`src/hdl/sqb_pkg.sv`:
```
package sqb_pkg;

	// sizes of the block
	localparam int TEXTURE_SLOTS = 32;
	localparam int MAX_QUADS     = 1024;
	localparam int SINE_DEPTH    = 1024;

	localparam int SLOT_CNT_W = $clog2(TEXTURE_SLOTS + 1);
	localparam int SLOT_IDX_W = (TEXTURE_SLOTS > 1) ? $clog2(TEXTURE_SLOTS) : 1;
	localparam int QUAD_W     = $clog2(MAX_QUADS + 1);
	localparam int ROM_AW     = $clog2(SINE_DEPTH + 1);

	// configuration register
	localparam int               CFG_W     = 11;
	localparam logic [CFG_W-1:0] CFG_RESET = 11'd1024;

	// op codes
	localparam logic [1:0] OP_DRAW  = 2'd0;
	localparam logic [1:0] OP_END   = 2'd1;
	localparam logic [1:0] OP_BEGIN = 2'd2;

	// result kinds
	localparam logic [1:0] KIND_VERTEX = 2'd0;
	localparam logic [1:0] KIND_BIND   = 2'd1;
	localparam logic [1:0] KIND_DRAW   = 2'd2;

	// quarter turn of the binary angle
	localparam logic [11:0] ANGLE_QTR = 12'd1024;

	localparam longint unsigned HALF_PI_Q30 = 64'd1686629713;

	typedef struct packed {
		logic [1:0]         op;
		logic signed [15:0] pos_x;
		logic signed [15:0] pos_y;
		logic signed [15:0] size_w;
		logic signed [15:0] size_h;
		logic [15:0]        texture_id;
		logic [31:0]        color_rgba;
		logic [11:0]        rotation;
		logic [63:0]        tex_rect;
		logic [15:0]        depth;
	} item_t;

	typedef struct packed {
		logic [1:0]         kind;
		logic               last;
		logic [11:0]        vertex_addr;
		logic signed [15:0] vert_x;
		logic signed [15:0] vert_y;
		logic [15:0]        vert_depth;
		logic [15:0]        tex_u;
		logic [15:0]        tex_v;
		logic [31:0]        vert_color;
		logic [4:0]         slot;
		logic [15:0]        bound_texture;
		logic [10:0]        batch_quads;
	} result_t;

	// controller to datapath
	typedef struct packed {
		logic       take;
		logic       clear_batch;
		logic       match;
		logic       find;
		logic       rom_cos;
		logic       cap_sin;
		logic       cap_cos;
		logic       mul;
		logic       load;
		logic [1:0] kind;
		logic       last;
	} cmd_t;

	// datapath to controller
	typedef struct packed {
		logic [1:0] op;
		logic       need_flush;
		logic       batch_empty;
		logic       bind_done;
		logic       corner_last;
		logic       out_free;
	} status_t;

	typedef logic [15:0] sine_rom_t [0:SINE_DEPTH];

	// quarter-wave sine table in Q1.15, by a fixed-point Taylor series
	function automatic sine_rom_t build_sine();
		sine_rom_t       rom;
		longint unsigned x;
		longint unsigned x2;
		longint unsigned term;
		longint unsigned sum;
		longint unsigned e;
		for (int k = 0; k <= SINE_DEPTH; k++) begin
			x    = (HALF_PI_Q30 * 64'(k)) / 64'(SINE_DEPTH);
			x2   = (x * x) >> 30;
			term = x;
			sum  = x;
			for (int n = 1; n <= 8; n++) begin
				term = ((term * x2) >> 30) / 64'((2 * n) * (2 * n + 1));
				if ((n % 2) == 1) begin
					sum = sum - term;
				end else begin
					sum = sum + term;
				end
			end
			e = (sum * 64'd32768 + (64'd1 << 29)) >> 30;
			if (e > 64'd32768) begin
				e = 64'd32768;
			end
			rom[k] = e[15:0];
		end
		return rom;
	endfunction

	localparam sine_rom_t SINE_ROM = build_sine();

endpackage

```
`src/hdl/sqb_ctrl.sv`:
```
module sqb_ctrl (
	input  logic              clk,
	input  logic              arst_n,
	input  logic              in_valid,
	output logic              in_ready,
	input  sqb_pkg::status_t  stat,
	output sqb_pkg::cmd_t     cmd
);

	typedef enum logic [3:0] {
		S_IDLE,
		S_DECODE,
		S_FLUSH_BIND,
		S_FLUSH_DRAW,
		S_MATCH,
		S_FIND,
		S_SIN,
		S_COS,
		S_MUL,
		S_EMIT
	} state_t;

	state_t state_q;
	state_t state_d;

	assign in_ready = (state_q == S_IDLE);

	// next state and datapath commands
	always_comb begin
		state_d = state_q;
		cmd     = '0;
		case (state_q)
			S_IDLE: begin
				if (in_valid) begin
					cmd.take = 1'b1;
					state_d  = S_DECODE;
				end
			end
			S_DECODE: begin
				case (stat.op)
					sqb_pkg::OP_DRAW: begin
						state_d = stat.need_flush ? S_FLUSH_BIND : S_MATCH;
					end
					sqb_pkg::OP_END: begin
						state_d = S_FLUSH_BIND;
					end
					sqb_pkg::OP_BEGIN: begin
						cmd.clear_batch = 1'b1;
						state_d         = S_IDLE;
					end
					default: begin
						state_d = S_IDLE;
					end
				endcase
			end
			S_FLUSH_BIND: begin
				if (stat.batch_empty) begin
					cmd.clear_batch = 1'b1;
					state_d         = (stat.op == sqb_pkg::OP_DRAW) ? S_MATCH : S_IDLE;
				end else if (stat.bind_done) begin
					state_d = S_FLUSH_DRAW;
				end else if (stat.out_free) begin
					cmd.load = 1'b1;
					cmd.kind = sqb_pkg::KIND_BIND;
				end
			end
			S_FLUSH_DRAW: begin
				if (stat.out_free) begin
					cmd.load        = 1'b1;
					cmd.kind        = sqb_pkg::KIND_DRAW;
					cmd.last        = (stat.op == sqb_pkg::OP_END);
					cmd.clear_batch = 1'b1;
					state_d         = (stat.op == sqb_pkg::OP_DRAW) ? S_MATCH : S_IDLE;
				end
			end
			S_MATCH: begin
				cmd.match = 1'b1;
				state_d   = S_FIND;
			end
			S_FIND: begin
				cmd.find = 1'b1;
				state_d  = S_SIN;
			end
			S_SIN: begin
				cmd.cap_sin = 1'b1;
				cmd.rom_cos = 1'b1;
				state_d     = S_COS;
			end
			S_COS: begin
				cmd.cap_cos = 1'b1;
				state_d     = S_MUL;
			end
			S_MUL: begin
				cmd.mul = 1'b1;
				state_d = S_EMIT;
			end
			S_EMIT: begin
				cmd.kind = sqb_pkg::KIND_VERTEX;
				if (stat.out_free) begin
					cmd.load = 1'b1;
					cmd.last = stat.corner_last;
					if (stat.corner_last) begin
						state_d = S_IDLE;
					end
				end
			end
			default: begin
				state_d = S_IDLE;
			end
		endcase
	end

	// state register
	always_ff @(posedge clk or negedge arst_n) begin
		if (!arst_n) begin
			state_q <= S_IDLE;
		end else begin
			state_q <= state_d;
		end
	end

	a_take_idle: assert property (@(posedge clk) disable iff (!arst_n)
		cmd.take |=> (state_q == S_DECODE))
		else $error("accepted transaction not decoded");

	a_draw_path: assert property (@(posedge clk) disable iff (!arst_n)
		(state_q == S_MUL) |=> (state_q == S_EMIT))
		else $error("products not followed by vertex output");

	a_find_after_match: assert property (@(posedge clk) disable iff (!arst_n)
		cmd.find |-> $past(cmd.match))
		else $error("slot lookup without registered match");

endmodule

```
`config.mk`:
```
export PLATFORM = sky130hd
export DESIGN_NAME = sqb_ctrl
export DESIGN_NICKNAME = d
export VERILOG_FILES = /design/src/hdl/sqb_pkg.sv /design/src/hdl/sqb_ctrl.sv
export SDC_FILE = /design/constraint.sdc
export NUM_CORES = 1
export LEC_CHECK = 0
export BUFFER_PORTS_ARGS = -buffer_cell sky130_fd_sc_hd__clkbuf_2
export CORE_AREA = 2 2 39 41
export DETAILED_ROUTE_END_ITERATION = 10
export DIE_AREA = 0 0 41 43
export GPL_TIMING_DRIVEN = 0
export PLACE_DENSITY = 0.63
export SLEW_MARGIN = 15
export SYNTH_ARGS = -nofsm -noshare
export SYNTH_HDL_FRONTEND = slang
export SYNTH_SLANG_ARGS = --single-unit
```
`constraint.sdc`:
```
create_clock -name clk -period 2.7 [get_ports clk]
set_input_delay 0.54 -clock clk [delete_from_list [all_inputs] [get_ports clk]]
set_output_delay 0.54 -clock clk [all_outputs]
set_load 0.03 [all_outputs]
```
Yosys cells after proc, flatten, opt, wreduce, memory -nomap -nowiden
Cells that the tools add are included.
{ "totals": {"ff_bits": 4, "out_inout_bits": 13} }
{ "op_classes": {"eq_ne": 16, "n_mux": 28, "n_reduce_logical": 3} }
{ "op_table": {"columns": ["operator", "count"], "rows": [
  ["$pmux 4 s10", 1],
  ["$mux 4", 7],
  ["$eq 4x3->1 const B", 4],
  ["$mux 3", 5],
  ["$mux 1", 10],
  ["$pmux 3 s3", 1],
  ["$eq 4x2->1 const B", 2],
  ["$eq 4x4->1 const B", 2],
  ["$ne 2x2->1 const B", 4],
  ["$pmux 3 s2", 1],
  ["$reduce_and 5->1", 1],
  ["$eq 4x1->1 const B", 1],
  ["$logic_not 4->1", 1],
  ["$ne 3x3->1 const B", 1],
  ["$pmux 1 s3", 1],
  ["$eq 2x1->1 const B", 1],
  ["$eq 2x2->1 const B", 1],
  ["$logic_not 2->1", 1],
  ["$mux 2", 1],
  ["$pmux 1 s2", 1]
]} }

Logic depth before layout (Yosys ltp)
Gate-level depths: netlist (run 1).
{ "logic_depth": {"word_depth": 4, "mapped_depth": 5, "mapped_depth_nobuf": 4} }

Least setup slack after synthesis (run 1)
OpenSTA, ideal clock, no wires.
{ "synth_timing": {"path_type": "reg-to-output", "start": "register state_q[0]", "end": "output cmd[11] in the netlist's numbering", "arrival_ns": 2.009, "t_required_ns": 2.160, "setup_slack_ns": 0.151, "path_stages_with_launch": 4, "n_path_buf": 1, "cell_sequence": "dfrtp_1 -> buf_6 -> nor4_1 -> and2_1"} }
{ "synth_rtl": {"columns": ["element", "line_no", "rtl"], "rows": [
  ["from (decl)", "sqb_ctrl.sv:23", "state_t state_q;"],
  ["from (signal assigned)", "sqb_ctrl.sv:118", "state_q <= state_d;"],
  ["to (decl)", "sqb_ctrl.sv:7", "output sqb_pkg::cmd_t cmd"]
]} }

==> results of run 1 <==
## stage by stage
| stage | hold slack [ns] | power [uW] | instances | setup slack (ns) |
|---|---|---|---|---|
| detailed placement | 0.350 | 537 | 103 | 0.540 |
| floorplan | 0.244 | 442 | 65 | 0.151 |
| global placement | 0.346 | 533 | 103 | 0.526 |
| finish | 0.0929 | 611 | 106 | 0.317 |
| CTS | 0.0914 | 617 | 106 | 0.322 |
| global route | 0.0942 | 669 | 106 | 0.183 |
## layer usage
| layer | GRT usage | routed length [um] | vias up |
|---|---|---|---|
| met3 | 0.0314 | 54 | 2 |
| met4 | 0.0800 | 17 | 0 |
| met2 | 0.275 | 612 | 16 |
| met5 | 0 | 0 | - |
| met1 | 0.244 | 607 | 247 |
| li1 | - | - | 284 |
## power by group
part | switching, uW | internal (uW)
clock network | 27.5 | 49.9
logic | 256 | 176
registers | 20.9 | 80.2
total | 304 | 306
## synthesized netlist by cell type, types with 2 or more instances
library cell,n
o31ai_2,2
nand2b_1,4
buf_6,2
nor3_1,4
dfrtp_1,4
nor2_1,7
nand2_1,3
clkbuf_1,2
o41ai_1,2
o21ai_0,4
inv_1,4
and2_1,2
a21oi_1,3
a32oi_1,2
nor2b_1,4
## worst max-delay path: cells and delay by family, from the launching register on
family,cells,cell delay [ns]
flip-flops,1,0.36
AND/OR/NAND/NOR,2,0.59
AO/OA/AOI/OAI,2,0.30
buffers and inverters,2,0.35
## cell families after synthesis
family | synth area share
muxes | 0.0221
xor gates and xnor gates | 0.0172
DFF | 0.196
AOI/OAI and AO/OA | 0.243
and+or+nand+nor | 0.409
buffers and inverters | 0.113
## layout make-up
type,count,area (sq um),share of cell area
buffer,6,42.5,0.0642
clock buffer,3,22.5,0.0340
inverter,4,15.0,0.0226
multi-input combinational,51,353,0.532
sequential,4,100,0.151
tap,16,20.0,0.0302
timing repair buffer,22,110,0.166
## path summary, 6_finish.rpt
kind | from | endpoint | slack, ns | depth (start not counted)
worst max register to register | state_q[1]$_DFFE_PN0P_ | state_q[0]$_DFFE_PN0P_ | 1.17 | 4
worst max-delay path | state_q[0]$_DFFE_PN0P_ | cmd[3] | 0.32 | 6
worst min register to register | state_q[1]$_DFFE_PN0P_ | state_q[1]$_DFFE_PN0P_ | 0.76 | 3
min in group clk | stat[6] | state_q[2]$_DFFE_PN0P_ | 0.70 | 4
max in group asynchronous | arst_n | state_q[3]$_DFFE_PN0P_ | 2.48 | 1
worst min-delay path | arst_n | state_q[2]$_DFFE_PN0P_ | 0.09 | 1
==> results.yml, run 1 <==
worst_setup_path:
  cp_cell_sequence: "buf_6, nand2b_1, nor4b_2, o21ai_0, a21oi_1, clkbuf_2"
  start_kind: "flop"
  cp_slowest_cell: "nor4b_2"
  crit_arrival_ns: 1.84
  required_ns: 2.16
  critPathMaxFanout: 9
  crit_type: "reg -> out"
  cp-end-kind: "output port"
  cpPeakStageDelay_ns: 0.43
floorplan:
  die_w_um: 41
  coreArea_sq_mm: 0.00138
  initial_core_util: 0.369
  row_count: 14
  die-area_sq_mm: 0.00176
  io_pins: 23
  die_h_um: 43
grt:
  antenna_found_initial: 0
  grt_pass1_wl_um: 2210
  grtUsageTotal: 0.182
  first_global_vias: 526
  grt_max_degree: 11
  grt-ovfl-total: 0
clocking:
  cts_resized: 0
  cts_tree: "done"
  cts_buffers: 3
  cts.sink_count: 4
  clockRootBuffer: "clkbuf_4"
  clk_pin_slew_ns: 0.04
  clockBufferDepth: 2
  cts_hold_buf: 0
  cts_setup_buffers: 0
  h-tree-depth: 1
  clock_latency_ns: 0.24
layout:
  post-route-util: 0.479
  final_cell_mix: "clkbuf_2 (22), nor2_1 (7)"
  top_register: "state_q"
  stdcell_area_sq_um: 663
  finalNetCount: 102
  drive_above_1_share: 0.411
  antenna_cells: 0
  largest_reg_flops: 4
  top_regs: "state_q (4)"
  syn_to_final_growth_pct: 29.9
  fillers: 149
  final_common_cell: "clkbuf_2"
timing:
  tightest_slew_ns: 0.462
  rsz0062_at_grt: "no"
  finalHoldViolCount: 0
  period_minus_slack_ns: 2.38
  fin_worst_skew_ns: 0.00554
  max_freq_mhz: 420
  finalMaxSlewViolations: 0
  setup_viol: 0
  setup-tns-final_ns: 0
  period_share: 0.883
  relSlewSlack: 0.691
drt:
  vias: 549
  wl_per_cell_um: 12.2
  drt_wl_total_um: 1290
  detail-route-antenna-nets: 0
  drtIter0Drc: 4
  drtPass1Iterations: 4
  drt_drc_violations_left: 0
  via_per_inst: 5.18
placed_design:
  dpl-instance-area_sq_um: 641
  place_hpwl_um: 1000
  globalplace.congestion: 0.749
  io_buffers: 22
synth:
  ys_seq_area_frac: 0.196
  yosysUniqueCellTypes: 31
  synth_edf_count: 0
  ys.flop_type: "dfrtp_1"
  syn_nets: 75
  yosys.area.top_type_share: 0.196
  synth.largest_area_cell: "dfrtp_1"
  yosysWarnings: 0
  synth-seq-cells: 4
  syn-cell-area_sq_um: 510
  synth_area_leaders: "dfrtp_1 (20%), nor2_1 (5.1%), nand2b_1 (4.9%)"
  synthCells: 65
  async_flop_share: 1.00
  syn_avg_cell_area_sq_um: 7.85
job:
  maxCapViolCount: 0
worst_hold_path:
  hold_class: "in -> async"
status:
  status: "completed"
power:
  power_density_mw_per_mm2: 921
  ir_drop_mv: 0.440
  cellLeakagePower_uw: 0.000297
No activity file was read; power rests on OpenSTA's default activity.
==> run 2, diff against run 1 <==
--- a/config.mk
+++ b/config.mk
@@ -10,6 +10,7 @@
 export DETAILED_ROUTE_END_ITERATION = 10
 export DIE_AREA = 0 0 41 43
 export GPL_TIMING_DRIVEN = 0
+export HOLD_SLACK_MARGIN = 0.1
 export PLACE_DENSITY = 0.63
 export SLEW_MARGIN = 15
 export SYNTH_ARGS = -nofsm -noshare
==> constraint.sdc (replaced) <==
create_clock -name clk -period 2.65 [get_ports clk]
set_input_delay 0.53 -clock clk [delete_from_list [all_inputs] [get_ports clk]]
set_output_delay 0.53 -clock clk [all_outputs]
set_load 0.03 [all_outputs]
==> run 2 against run 1 <==
Compared with the run above: clock power rose by 2%; routed wire length rose by 0.39%; global-route usage rose by 0.20 points; critical path depth did not move; combinational power rose by 2%; sequential cell count did not move; hold slack improved by 0.53 ns; register-to-register slack got worse by 0.05 ns; clock-buffer cell count did not move; core utilization rose by 0.72 points; sequential power barely moved.
==> results.yml, run 2 (same netlist as run 1, synthesis figures left out) <==
status:
  status: "completed"
clocking:
  cts.sink_count: 4
  clockRootBuffer: "clkbuf_4"
  cts_setup_buffers: 0
  cts_resized: 0
  cts_buffers: 3
  clk_pin_slew_ns: 0.04
  cts_hold_buf: 1
  cts_tree: "done"
  clock_latency_ns: 0.24
  clockBufferDepth: 2
  h-tree-depth: 1
layout:
  antenna_cells: 0
  final_common_cell: "clkbuf_2"
  final_cells: 107
  drive_above_1_share: 0.407
  finalNetCount: 103
  syn_to_final_growth_pct: 31.9
  largest_reg_flops: 4
  top_register: "state_q"
  final_cell_mix: "clkbuf_2 (22), nor2_1 (7)"
  top_regs: "state_q (4)"
power:
  power_density_mw_per_mm2: 926
  cellLeakagePower_uw: 0.000301
  seq_power_share: 0.165
  internal_power_uw: 313
  sw_frac_of_total: 0.498
  pwr-share-comb: 0.708
  power_frac_clock: 0.127
  ir_drop_mv: 0.450
  p_switching_uw: 311
floorplan:
  die-area_sq_mm: 0.00176
  initial_core_util: 0.369
  row_count: 14
  die_w_um: 41
  coreArea_sq_mm: 0.00138
  io_pins: 23
  die_h_um: 43
timing:
  period_share: 0.896
  period_minus_slack_ns: 2.37
  finalHoldViolCount: 0
  fin_worst_skew_ns: 0.00551
  setup_viol: 0
  relSlewSlack: 0.691
  max_freq_mhz: 421
  rsz0062_at_grt: "no"
  tightest_slew_ns: 0.462
  finalMaxSlewViolations: 0
  hold_slack_ns: 0.624
  setup-tns-final_ns: 0
worst_setup_path:
  critPathMaxFanout: 9
  cpPeakStageDelay_ns: 0.43
  cp-end-kind: "output port"
  required_ns: 2.12
  start_kind: "flop"
  cp_top_family: "simple AND/OR/NAND/NOR gates"
  crit_buf_inv: 2
  crit_arrival_ns: 1.84
  crit_type: "reg -> out"
  cp_slowest_cell: "nor4b_2"
  cp_cell_sequence: "buf_6, nand2b_1, nor4b_2, o21ai_0, a21oi_1, clkbuf_2"
placed_design:
  io_buffers: 22
  globalplace.congestion: 0.749
  place_hpwl_um: 1000
  dp_cells: 103
job:
  maxCapViolCount: 0
grt:
  grt_pass1_wl_um: 2240
  grt-ovfl-total: 0
  grt_max_degree: 11
  antenna_found_initial: 0
  first_global_vias: 531
  grtUsageTotal: 0.184
drt:
  via_per_inst: 5.17
  drtIter0Drc: 4
  vias: 553
  wl_per_cell_um: 12.1
  drt_drc_violations_left: 0
  detail-route-antenna-nets: 0
  drtPass1Iterations: 4
  drt_wl_total_um: 1300
worst_hold_path:
  hold_class: "in -> async"
## run 2: cell type report
cell class | instances | area [sq um]
inverters | 4 | 15.0
repair buffers | 23 | 120
multi-input cells | 51 | 353
flip-flops and latches | 4 | 100
plain buffers | 6 | 42.5
fillers | 147 | 711
well taps | 16 | 20.0
clock buffers | 3 | 22.5
## run 2: path summary, 6_finish.rpt
| kind | start | endpoint | slack, ns | depth (start not counted) |
|---|---|---|---|---|
| worst min-delay path | arst_n | state_q[2]$_DFFE_PN0P_ | 0.62 | 2 |
| worst max-delay path | state_q[0]$_DFFE_PN0P_ | cmd[3] | 0.28 | 6 |
| worst max register to register | state_q[1]$_DFFE_PN0P_ | state_q[0]$_DFFE_PN0P_ | 1.12 | 4 |
| worst min register to register | state_q[1]$_DFFE_PN0P_ | state_q[1]$_DFFE_PN0P_ | 0.76 | 3 |
| max in group asynchronous | arst_n | state_q[3]$_DFFE_PN0P_ | 1.90 | 2 |
| min in group clk | stat[6] | state_q[2]$_DFFE_PN0P_ | 0.69 | 4 |
## run 2: metrics by stage
stage / utilization / instance area (sq um) / worst slack [ns] / power (uW)
CTS: 0.486 / 673 / 0.282 / 629
global placement: 0.463 / 641 / 0.496 / 543
global route: 0.486 / 673 / 0.143 / 683
detailed placement: 0.463 / 641 / 0.510 / 547
floorplan: - / 510 / 0.111 / 450
finish: 0.486 / 673 / 0.276 / 624
## run 2: power groups by stage
stage | clock [uW] | combinational [uW] | sequential [uW]
2_1_floorplan | 0 | 352 | 98.3
3_3_place_gp | 0 | 440 | 103
3_5_place_dp | 0 | 443 | 103
4_1_cts | 81.3 | 445 | 103
5_1_grt | 89.8 | 487 | 107
6_report | 79.2 | 441 | 103
## run 2: per-layer routing
layer	vias up	track usage	wire length, um
li1	286	-	-
met1	249	0.247	613
met2	16	0.278	611
met3	2	0.0314	54
met4	0	0.0800	17
met5	-	0	0
==> run 3, diff against run 2 <==
--- a/config.mk
+++ b/config.mk
@@ -5,13 +5,15 @@
 export SDC_FILE = /design/constraint.sdc
 export NUM_CORES = 1
 export LEC_CHECK = 0
+export ABC_AREA = 1
+export ABC_CLOCK_PERIOD_IN_PS = 2650
 export BUFFER_PORTS_ARGS = -buffer_cell sky130_fd_sc_hd__clkbuf_2
 export CORE_AREA = 2 2 39 41
 export DETAILED_ROUTE_END_ITERATION = 10
 export DIE_AREA = 0 0 41 43
 export GPL_TIMING_DRIVEN = 0
 export HOLD_SLACK_MARGIN = 0.1
-export PLACE_DENSITY = 0.63
+export PLACE_DENSITY = 0.62
 export SLEW_MARGIN = 15
 export SYNTH_ARGS = -nofsm -noshare
 export SYNTH_HDL_FRONTEND = slang
==> run 3 against run 2 <==
Compared with the run above: clock skew decreased by 0.0043 ns; global-route usage decreased by 3.3 points; worst setup slack improved by 0.26 ns; area after synthesis decreased by 2.5%; clock power decreased by 9.3%; combinational power increased by 14%; sequential share of layout area increased by 0.28 points; routed wire length decreased by 8.7%; hold slack got worse by 0.011 ns; register-to-register slack improved by 0.25 ns; critical endpoint is now cmd[0].
==> results.yml, run 3 <==
timing:
  tightest_slew_ns: 0.250
  rsz0062_at_grt: "no"
  setup_viol: 0
  setup-tns-final_ns: 0
  period_minus_slack_ns: 2.11
  fin_worst_skew_ns: 0.00125
  setup_ws_ns: 0.537
  finalMaxSlewViolations: 0
  relSlewSlack: 0.833
  finalHoldViolCount: 0
  max_freq_mhz: 473
  period_share: 0.797
placed_design:
  globalplace.congestion: 0.840
  place_hpwl_um: 1020
  place_ws_ns: 0.763
  io_buffers: 22
worst_setup_path:
  critPathMaxFanout: 9
  required_ns: 2.12
  cp_cell_sequence: "nor2_4, nand3_1, o31ai_2, clkbuf_2"
  cp_slowest_cell: "dfrtp_1"
  start_kind: "flop"
  cp-end-kind: "output port"
  cp_top_family: "flip-flops"
  crit_buf_inv: 1
  crit_type: "reg -> out"
  cpPeakStageDelay_ns: 0.45
  crit_arrival_ns: 1.58
layout:
  syn_to_final_growth_pct: 32.7
  largest_reg_flops: 4
  fillers: 153
  multiInputGateArea_sq_um: 315
  antenna_cells: 0
  top_regs: "state_q (4)"
  final_common_cell: "clkbuf_2"
  drive_above_1_share: 0.373
  seq_area_sq_um: 100
  finalNetCount: 122
  top_register: "state_q"
  final_cell_mix: "clkbuf_2 (22), inv_1 (16), nand2_1 (16)"
drt:
  drtIter0Drc: 12
  drtPass1Iterations: 4
  via_per_inst: 4.62
  vias: 582
  drt_drc_violations_left: 0
  detail-route-antenna-nets: 0
  wl_per_cell_um: 9.40
  drt_wl_total_um: 1180
clocking:
  cts_resized: 0
  clockBufferDepth: 2
  cts_buffers: 3
  h-tree-depth: 1
  clockRootBuffer: "clkbuf_4"
  clock_latency_ns: 0.23
  cts.sink_count: 4
  cts_tree: "done"
  clk_pin_slew_ns: 0.03
status:
  status: "completed"
floorplan:
  io_pins: 23
  row_count: 14
  die-area_sq_mm: 0.00176
  die_h_um: 43
  die_w_um: 41
  initial_core_util: 0.360
  coreArea_sq_mm: 0.00138
power:
  power_frac_clock: 0.104
  finalPower_uw: 690
  power_density_mw_per_mm2: 1040
  internal_power_uw: 289
  ir_drop_mv: 0.523
  pwr-share-comb: 0.726
  p_switching_uw: 401
  seq_power_share: 0.170
  cellLeakagePower_uw: 0.000406
  sw_frac_of_total: 0.581
synth:
  async_flop_share: 1.00
  yosysUniqueCellTypes: 19
  synth_area_leaders: "dfrtp_1 (20%), inv_1 (12%), nand2_1 (12%)"
  syn_avg_cell_area_sq_um: 5.93
  ys_seq_area_frac: 0.201
  yosys.area.top_type_share: 0.201
  ys.flop_type: "dfrtp_1"
  syn-cell-area_sq_um: 498
  yosysWarnings: 0
  synth_common_cells: "inv_1 (16), nand2_1 (16), nor2_1 (11)"
  synth_edf_count: 0
  synth.largest_area_cell: "dfrtp_1"
  syn_nets: 94
  synth-seq-cells: 4
  synthCells: 84
grt:
  first_global_vias: 487
  grt_pass1_wl_um: 1840
  antenna_found_initial: 0
  grt-ovfl-total: 0
  grt_max_degree: 10
  grtUsageTotal: 0.151
worst_hold_path:
  hold_class: "reg -> reg"
job:
  maxCapViolCount: 0
run 3: cell types whose count changed after synthesis, moves of 3 or more:
| cell | change |
|---|---|
| nand3_1 | +10 |
| nand2b_1 | -4 |
| nor2_2 | +6 |
| inv_1 | +12 |
| o211ai_1 | +3 |
| nor2_1 | +4 |
| nand2_1 | +13 |
| nand3_2 | +3 |
| nor2b_1 | -4 |
run 3: layer usage:
metal,vias to the layer above,wire (um),global-route usage,part of all wire
met5,-,0,0,0
met4,0,0,0.0800,0
met3,0,56,0.0314,0.047
met2,17,597,0.250,0.50
met1,249,529,0.169,0.45
li1,316,-,-,-
run 3: repair_timing:
item | 4_1_cts | 5_1_grt
endpoints found under the hold margin | 4 | 0
setup buffers | 0 | 0
hold buffers | 1 | 0
run 3: worst paths after layout:
check | from | cells after the start | slack (ns) | to
worst max-delay path | state_q[3]$_DFFE_PN0P_ | 4 | 0.54 | cmd[0]
worst min-delay path | state_q[1]$_DFFE_PN0P_ | 2 | 0.61 | state_q[1]$_DFFE_PN0P_
worst max register to register | state_q[3]$_DFFE_PN0P_ | 6 | 1.37 | state_q[0]$_DFFE_PN0P_
worst min register to register | state_q[1]$_DFFE_PN0P_ | 2 | 0.61 | state_q[1]$_DFFE_PN0P_
max in group asynchronous | arst_n | 2 | 1.89 | state_q[1]$_DFFE_PN0P_
min in group asynchronous | arst_n | 2 | 0.64 | state_q[2]$_DFFE_PN0P_
run 3: area by class of cell:
cell class	count	area share
plain buffers	2	0.0227
clock buffers	3	0.0341
inverters	18	0.102
multi-input cells	60	0.477
flip-flops and latches	4	0.152
well taps	16	0.0303
repair buffers	23	0.182
run 3: kinds of logic (layout without fill, tap and decap cells):
kind of cell	count (synthesis)	count (layout)	synth area share
AOI/OAI and AO/OA	8	8	0.111
buffers and inverters	20	46	0.166
DFF	4	4	0.201
and+or+nand+nor	52	52	0.523
run 3: worst register-to-register path: stages, from the launching register on:
cell and delay, ns:
dfrtp_1 0.45, nor2_4 0.25, nand3_2 0.15, nand2_2 0.13, nor2_2 0.06, nand2_1 0.05, nand2_1 0.05
run 3: metrics by stage:
stage | utilization | hold WS (ns) | std cells | area (sq um)
6_report | 0.477 | 0.613 | 126 | 661
5_1_grt | 0.477 | 0.644 | 126 | 661
4_1_cts | 0.477 | 0.620 | 126 | 661
3_5_place_dp | 0.454 | 0.339 | 122 | 628
3_3_place_gp | 0.454 | 0.337 | 122 | 628
2_1_floorplan | - | 0.234 | 84 | 498
run 3: power by group through the flow:
stage	registers, uW	logic (uW)	clock network (uW)
2_1_floorplan	113	391	0
3_3_place_gp	117	497	0
3_5_place_dp	117	501	0
4_1_cts	116	505	77.3
5_1_grt	122	558	77.4
6_report	117	501	71.8
